## src/hdl/kmd_pkg.sv

```systemverilog
`timescale 1ns / 1ps
// ----------------------------------------------------------------------------
// kmd_pkg
// Shared types and constants for the keypad matrix debounce core.
// ----------------------------------------------------------------------------
package kmd_pkg;

   localparam int NUM_COLUMNS = 4;
   localparam int NUM_ROWS    = 3;
   localparam int KEY_COUNT   = NUM_COLUMNS * NUM_ROWS;
   localparam int COL_W       = 2;
   localparam int ROW_W       = 3;
   localparam int TIME_W      = 32;
   localparam int BOUNCE_W    = 8;

   localparam logic [BOUNCE_W-1:0] BOUNCE_RESET = 8'd5;

   typedef enum logic [0:0] {
      OP_TICK   = 1'b0,
      OP_SAMPLE = 1'b1
   } op_type;

   typedef struct packed {
      op_type           op;
      logic [COL_W-1:0] col;
      logic [ROW_W-1:0] rows;
   } req_type;

   typedef struct packed {
      logic [KEY_COUNT-1:0] keys;
      logic [KEY_COUNT-1:0] changed;
   } rsp_type;

   // result of one processed transaction, handed to the output register
   typedef struct packed {
      logic    emits;
      rsp_type data;
   } result_type;

endpackage

```

## src/hdl/kmd_in_stage.sv

```systemverilog
`timescale 1ns / 1ps
// ----------------------------------------------------------------------------
// kmd_in_stage
// Input register: holds one request transaction until the datapath takes it.
// ----------------------------------------------------------------------------
module kmd_in_stage (
   input  logic             clock,
   input  logic             reset,
   input  logic             req_valid,
   output logic             req_ready,
   input  kmd_pkg::req_type req_data,
   input  logic             advance,
   output logic             item_valid,
   output kmd_pkg::req_type item
);

   logic             valid_ff;
   logic             valid_in;
   kmd_pkg::req_type data_ff;
   kmd_pkg::req_type data_in;
   logic             load;

   assign req_ready  = !valid_ff || advance;
   assign load       = req_valid && req_ready;
   assign item_valid = valid_ff;
   assign item       = data_ff;

   always_comb begin
      valid_in = valid_ff;
      data_in  = data_ff;
      if (load) begin
         valid_in = 1'b1;
         data_in  = req_data;
      end else if (advance) begin
         valid_in = 1'b0;
      end
   end

   always_ff @(posedge clock) begin
      if (reset) begin
         valid_ff <= 1'b0;
      end else begin
         valid_ff <= valid_in;
      end
   end

   always_ff @(posedge clock) begin
      data_ff <= data_in;
   end

endmodule

```

## src/hdl/kmd_debounce.sv

```systemverilog
`timescale 1ns / 1ps
// ----------------------------------------------------------------------------
// kmd_debounce
// Tick counter, scan accumulator, held key state and per-key lockout timers.
// ----------------------------------------------------------------------------
module kmd_debounce (
   input  logic                             clock,
   input  logic                             reset,
   input  logic                             csr_wr_en,
   input  logic [kmd_pkg::BOUNCE_W-1:0]     csr_wr_data,
   input  logic                             fire,
   input  kmd_pkg::req_type                 item,
   output kmd_pkg::result_type              result
);

   localparam int KEYS = kmd_pkg::KEY_COUNT;
   localparam int TW   = kmd_pkg::TIME_W;

   logic [kmd_pkg::BOUNCE_W-1:0] bounce_ff;
   logic [TW-1:0]                time_ff;
   logic [TW-1:0]                time_in;
   logic [TW-1:0]                lockout_ff [KEYS];
   logic [TW-1:0]                lockout_in [KEYS];
   logic [KEYS-1:0]              held_ff;
   logic [KEYS-1:0]              held_in;
   logic [KEYS-1:0]              accum_ff;
   logic [KEYS-1:0]              accum_in;

   logic                         is_sample;
   logic                         last_col;
   logic                         emits;
   logic [KEYS-1:0]              sample_bits;
   logic [KEYS-1:0]              merged;
   logic [KEYS-1:0]              diff;
   logic [KEYS-1:0]              old_enough;
   logic [KEYS-1:0]              accepted;
   logic [TW-1:0]                elapsed [KEYS];

   assign is_sample = (item.op == kmd_pkg::OP_SAMPLE);
   assign last_col  = (item.col == kmd_pkg::COL_W'(kmd_pkg::NUM_COLUMNS - 1));
   assign emits     = is_sample && last_col;

   // place this column's row levels at bit col*rows+row
   always_comb begin
      sample_bits = '0;
      for (int c = 0; c < kmd_pkg::NUM_COLUMNS; c++) begin
         for (int r = 0; r < kmd_pkg::NUM_ROWS; r++) begin
            sample_bits[c*kmd_pkg::NUM_ROWS + r] =
               is_sample && (item.col == kmd_pkg::COL_W'(c)) && item.rows[r];
         end
      end
   end

   assign merged = accum_ff | sample_bits;
   assign diff   = (~merged) ^ held_ff;

   // elapsed time wraps modulo 2^32
   always_comb begin
      for (int k = 0; k < KEYS; k++) begin
         elapsed[k]    = time_ff - lockout_ff[k];
         old_enough[k] = (elapsed[k] >= TW'(bounce_ff));
      end
   end

   assign accepted = emits ? (diff & old_enough) : '0;

   assign result.emits        = emits;
   assign result.data.keys    = held_ff ^ accepted;
   assign result.data.changed = accepted;

   always_comb begin
      time_in  = time_ff;
      accum_in = accum_ff;
      held_in  = held_ff;
      for (int k = 0; k < KEYS; k++) begin
         lockout_in[k] = lockout_ff[k];
      end
      if (fire) begin
         if (!is_sample) begin
            time_in = time_ff + TW'(1);
         end else if (emits) begin
            accum_in = '0;
            held_in  = held_ff ^ accepted;
            for (int k = 0; k < KEYS; k++) begin
               if (accepted[k]) begin
                  lockout_in[k] = time_ff;
               end
            end
         end else begin
            accum_in = merged;
         end
      end
   end

   always_ff @(posedge clock) begin
      if (reset) begin
         bounce_ff <= kmd_pkg::BOUNCE_RESET;
         time_ff   <= '0;
         held_ff   <= '0;
         accum_ff  <= '0;
         for (int k = 0; k < KEYS; k++) begin
            lockout_ff[k] <= '0;
         end
      end else begin
         if (csr_wr_en) begin
            bounce_ff <= csr_wr_data;
         end
         time_ff  <= time_in;
         held_ff  <= held_in;
         accum_ff <= accum_in;
         for (int k = 0; k < KEYS; k++) begin
            lockout_ff[k] <= lockout_in[k];
         end
      end
   end

endmodule

```

## src/hdl/kmd_out_reg.sv

```systemverilog
`timescale 1ns / 1ps
// ----------------------------------------------------------------------------
// kmd_out_reg
// Result register on the response channel.
// ----------------------------------------------------------------------------
module kmd_out_reg (
   input  logic             clock,
   input  logic             reset,
   input  logic             load,
   input  kmd_pkg::rsp_type load_data,
   output logic             space,
   output logic             rsp_valid,
   input  logic             rsp_ready,
   output kmd_pkg::rsp_type rsp_data
);

   logic             valid_ff;
   logic             valid_in;
   kmd_pkg::rsp_type data_ff;
   kmd_pkg::rsp_type data_in;

   assign space     = !valid_ff || rsp_ready;
   assign rsp_valid = valid_ff;
   assign rsp_data  = data_ff;

   always_comb begin
      valid_in = valid_ff;
      data_in  = data_ff;
      if (load) begin
         valid_in = 1'b1;
         data_in  = load_data;
      end else if (rsp_ready) begin
         valid_in = 1'b0;
      end
   end

   always_ff @(posedge clock) begin
      if (reset) begin
         valid_ff <= 1'b0;
      end else begin
         valid_ff <= valid_in;
      end
   end

   always_ff @(posedge clock) begin
      data_ff <= data_in;
   end

endmodule

```

## src/hdl/keypad_matrix_debounce_core.sv

```systemverilog
`timescale 1ns / 1ps
// ----------------------------------------------------------------------------
// keypad_matrix_debounce_core
// Response path: the last column's sample passes through the input register
// and then the response register, which presents the response.
// Throughput: one request per cycle; the input register stalls only while it
// holds a last-column sample and the response register is still full.
// Reset (synchronous): clears the tick counter, lockout timers, held keys and
// scan accumulator, and sets the bounce setting to 5 ticks.
// ----------------------------------------------------------------------------
module keypad_matrix_debounce_core (
   input  logic                         clock,
   input  logic                         reset,
   input  logic                         req_valid,
   output logic                         req_ready,
   input  kmd_pkg::req_type             req_data,
   output logic                         rsp_valid,
   input  logic                         rsp_ready,
   output kmd_pkg::rsp_type             rsp_data,
   input  logic                         csr_wr_en,
   input  logic [kmd_pkg::BOUNCE_W-1:0] csr_wr_data
);

   logic                item_valid;
   kmd_pkg::req_type    item;
   kmd_pkg::result_type result;
   logic                out_space;
   logic                advance;

   // a transaction that yields no response never waits on the output side
   assign advance = item_valid && (!result.emits || out_space);

   kmd_in_stage u_in_stage (
      .clock      (clock),
      .reset      (reset),
      .req_valid  (req_valid),
      .req_ready  (req_ready),
      .req_data   (req_data),
      .advance    (advance),
      .item_valid (item_valid),
      .item       (item)
   );

   kmd_debounce u_debounce (
      .clock       (clock),
      .reset       (reset),
      .csr_wr_en   (csr_wr_en),
      .csr_wr_data (csr_wr_data),
      .fire        (advance),
      .item        (item),
      .result      (result)
   );

   kmd_out_reg u_out_reg (
      .clock     (clock),
      .reset     (reset),
      .load      (advance && result.emits),
      .load_data (result.data),
      .space     (out_space),
      .rsp_valid (rsp_valid),
      .rsp_ready (rsp_ready),
      .rsp_data  (rsp_data)
   );

endmodule

```

## config.mk

```make
export PLATFORM = sky130hd
export DESIGN_NAME = keypad_matrix_debounce_core
export DESIGN_NICKNAME = d
export VERILOG_FILES = /design/src/hdl/kmd_pkg.sv /design/src/hdl/kmd_in_stage.sv /design/src/hdl/kmd_debounce.sv /design/src/hdl/kmd_out_reg.sv /design/src/hdl/keypad_matrix_debounce_core.sv
export SDC_FILE = /design/constraint.sdc
export NUM_CORES = 2
export LEC_CHECK = 0
export ABC_CLOCK_PERIOD_IN_PS = 6800
export CAP_MARGIN = 10
export CORE_AREA = 3 3 389 391
export CTS_CLUSTER_DIAMETER = 200
export DETAILED_ROUTE_END_ITERATION = 8
export DIE_AREA = 0 0 392 394
export DONT_BUFFER_PORTS = 1
export GPL_TIMING_DRIVEN = 0
export HOLD_SLACK_MARGIN = 0.06
export SETUP_SLACK_MARGIN = 0.2
export SLEW_MARGIN = 20
export SYNTH_ARGS = -nofsm -noshare
export SYNTH_HDL_FRONTEND = slang
export SYNTH_SLANG_ARGS = --single-unit
```

## constraint.sdc

```tcl
create_clock -name clock -period 6.8 [get_ports clock]
set_input_delay 0.68 -clock clock [delete_from_list [all_inputs] [get_ports clock]]
set_output_delay 0.68 -clock clock [all_outputs]
set_load 0.05 [all_outputs]
```

==> metrics.cfg <==
[timing]
fin_crit_ns = 6.282
drv_slew = 0
fin_crit_sh_pct = 92.38
slew_headroom_pct = 16.62
fmax_mhz = 159.2
grt_setup_unrepaired = false
fin_ws_ns = 0.5179
tightestPinTransition_ns = 1.249
hold_viol_final = 0
skew_ns = 0.05424
setup_viol = 0

[global_routing]
antenna_found_initial = 15
grt_pass1_vias = 41170
grtUsageTotal_pct = 21.12
grt_remaining_overflow = 0
grt_max_degree = 20
grt_first_pass_wirelength_um = 252400

[power]
report.power.total_mw = 6.773
p_sw_share_pct = 25.72
combPwrFrac_pct = 5.7
p_sw_mw = 1.742
peakVddDrop_v = 0.0001972
leakage_nw = 22.87
power_frac_seq_pct = 42.4
power.internal_mw = 5.031
clkPwrFrac_pct = 51.9
power_density_nw_per_um2 = 136.5

[critical_path]
cp_cell_sequence = ha_1 -> o21a_1 -> o31a_1 -> o21a_1 -> nor2_1 -> o21ai_0 -> xor2_1 -> ha_1 -> and3_1 -> a221o_1 -> a221oi_1 -> o311ai_0 -> nor3_1 -> nand4_1 -> nor4_1 -> o2111ai_1 -> nand4_1 -> buf_2 -> buf_1 -> o21ai_0
crit_path_top_delay_cell = dfxtp_1
worstPathArrival_ns = 6.79
rr_endpoint = u_debounce.lockout_ff[0][127]$_SDFFE_PP0P_
critical_path_class = flip-flop to flip-flop
cp-start-kind = flip-flop
cp.required_ns = 7.31
crit_path_end_kind = flip-flop
rrSetupSlack_ns = 0.52
r2r-start = u_debounce.time_ff[2]$_SDFFE_PP0P_
cpPeakStageDelay_ns = 1.12
r2r_cells = 20
path_max_fanout = 13

[synth]
synth_nets = 6305
ys_seq_area_share_pct = 22.36
synth_fa_ha_area_share_pct = 13.78
synth_top_family_by_area = compound AO/OA/AOI/OAI gates
netlist_area_sq_um = 44320
synth_edf_count = 30
synthXorXnorAreaFrac_pct = 5.333
synth_top_area_cell = dfxtp_1
yosys_warnings = 0
syn_inst = 5805
synth_area_leaders = dfxtp_1 20%, ha_1 13%, mux2i_1 8.3%, nand2_1 6.2%, a21oi_1 5.5%
async_flop_share_pct = 0
avgSynthCellArea_sq_um = 7.635
synth-compound-area-share_pct = 22.69
ys_types = 107
muxShareOfSynthArea_pct = 8.740
yosysTopAreaCellShare_pct = 20.33
ys.flop_type = dfxtp_1
yosys.area_share.simple_pct = 20.15
ys_ff_latch = 480

[floorplan]
core_area_sq_um = 147800
die_h_um = 394
die_area_sq_um = 154400
start_util_pct = 29.98
die_width_um = 392
io_pins = 45
rows = 141

[hold_path]
hp-start = req_data[3]
min_path_cells = 0
min_to = u_in_stage.item[3]$_DFFE_PP_
hold_class = input port to flip-flop

[drt]
viasPerCell = 5.678
drt_iter0_markers = 4388
wl_per_cell_um = 21.60
drtAntennaViolNets = 0
routed-via-count = 44720
drt-total-wl_um = 170100
drc_errors = 0
dr.pass1.iters = 6

[run_status]
outcome = finished clean

[placed_design]
io_buffers = 0
pre_cts_ws_ns = 0.09024
gp_congestion = 0.9526
hpwl_um = 125400

[layout]
syn2layout_area_growth_pct = 11.99
fin_util_pct = 33.57
fin_nets = 6392
fillerInstances = 15650
layout-drive-gt1-share_pct = 5.302

[cts]
numCtsBuffers = 57
htreeDepth = 2
clk_latency_ns = 0.68
cts_buffer_depth = 3
cts_tree = built
postCtsHoldBufs = 0
cts-root-buf = clkbuf_16
cts.sinks = 480
cts.clk_slew.worst_paths_ns = 0.07

[job]
cap_viol_max_count = 0

## power groups by stage
stage	registers, mW	logic [mW]	clock network (mW)
floorplan	2.93	0.233	0
global placement	2.93	0.363	0
detailed placement	2.93	0.369	0
CTS	2.87	0.372	3.56
global route	2.87	0.409	3.66
finish	2.87	0.384	3.52
## layer usage
metal | vias to the layer above | global-route usage (%) | part of all wire, %
met5 | - | 0 | 0.012
met4 | 4 | 7.901 | 4.1
met3 | 337 | 3.639 | 9.3
met2 | 1906 | 31.73 | 42
met1 | 21390 | 29.93 | 45
li1 | 21080 | - | -
## sequential cells by signal, summed over array words and instances (netlist names), 6 cells and up
register	flops
u_debounce.time_ff	32
u_out_reg.rsp_data	24
u_in_stage.item	6
u_debounce.bounce_ff	8
u_debounce.lockout_ff	384
u_debounce.accum_ff	12
u_debounce.held_ff	12
## how the worst max path moves through the flow
stage / depth (start not counted) / startpoint / to / slack [ns]
after floorplan: 19 / u_debounce.time_ff[1]$_SDFFE_PP0P_ / u_debounce.lockout_ff[0][33]$_SDFFE_PP0P_ / 1.54
after global placement: 18 / u_debounce.time_ff[1]$_SDFFE_PP0P_ / u_out_reg.rsp_data[13]$_DFFE_PP_ / -0.70
after detailed placement: 20 / u_debounce.time_ff[0]$_SDFFE_PP0P_ / u_out_reg.rsp_data[13]$_DFFE_PP_ / 0.09
after CTS: 20 / u_debounce.time_ff[0]$_SDFFE_PP0P_ / u_out_reg.rsp_data[13]$_DFFE_PP_ / 0.31
after global routing: 21 / u_debounce.time_ff[0]$_SDFFE_PP0P_ / u_out_reg.rsp_data[13]$_DFFE_PP_ / 0.21
final: 20 / u_debounce.time_ff[2]$_SDFFE_PP0P_ / u_debounce.lockout_ff[0][127]$_SDFFE_PP0P_ / 0.52
## cell usage in the layout, fill, tap and decap left out, drive strengths merged, types with 37 or more instances in the layout
master	synthesis	layout
mux2i	369	369
and3	41	41
buf	70	98
o31ai	56	56
nand4	139	139
xor2	104	104
or3	37	37
inv	465	468
nand2	730	730
a21oi	492	492
xnor2	165	165
nor2	375	375
ha	469	469
dfxtp	450	450
nand3	162	162
o21ai	325	325
clkbuf	212	284
nand2b	66	66
nor4	50	50
nor2b	52	52
o211ai	70	70
o21a	95	95
a211oi	47	47
nor3	97	97
a21o	114	114
a31oi	50	50
## logic make-up after synthesis
family          Yosys count
fa+ha+maj               481
flops                   480
mux                     385
buf+inv                 747
simple gates           1886
xor+xnor                269
compound gates         1557
## per-stage QoR
stage	cell area, sq um	instances	TNS (ns)	hold slack (ns)
5_1_grt	49620	7871	0	0.09743
6_report	49630	7876	0	0.1197
3_5_place_dp	47470	7760	0	0.4486
2_1_floorplan	44320	5805	0	0.4305
3_3_place_gp	46730	7735	-33.94	0.4419
4_1_cts	49590	7868	0	0.08737
## area by class of cell
| cell class | count | area [sq um] | area share [%] |
|---|---|---|---|
| well taps | 1930 | 2415 | 4.865 |
| plain buffers | 282 | 1330 | 2.680 |
| clock buffers | 72 | 1597 | 3.217 |
| clock inverters | 36 | 516.7 | 1.041 |
| multi-input cells | 4578 | 31410 | 63.28 |
| inverters | 465 | 1749 | 3.524 |
| flip-flops and latches | 480 | 9948 | 20.04 |
| diodes | 5 | 12.51 | 0.02521 |
| repair buffers | 28 | 658.1 | 1.326 |
## synthesized netlist by cell type, drive strengths merged, types with 52 or more instances
master and instances:
a21o 114, nor2 375, o21ai 325, xor2 104
buf 70, nand2 730, nor2b 52, inv 465
a21oi 492, o21a 95, ha 469, nand4 139
clkbuf 212, o211ai 70, xnor2 165, nor3 97
dfxtp 450, nand2b 66, nand3 162, mux2i 369
o31ai 56
## repair_timing
item / 4_1_cts / 5_1_grt
setup buffers: 0 / 3
resized for setup: 1 / 3
endpoints found under the setup margin: 1 / 20
## worst max-delay path, delay by kind of cell, from the launching register on
family | cells | cell delay, ns
DFF | 1 | 1.12
buffers and inverters | 2 | 0.78
adders and majority gates | 2 | 0.74
xor gates and xnor gates | 1 | 0.17
AOI/OAI and AO/OA | 9 | 2.00
and+or+nand+nor | 6 | 1.36
No activity file was read; power rests on OpenSTA's default activity.
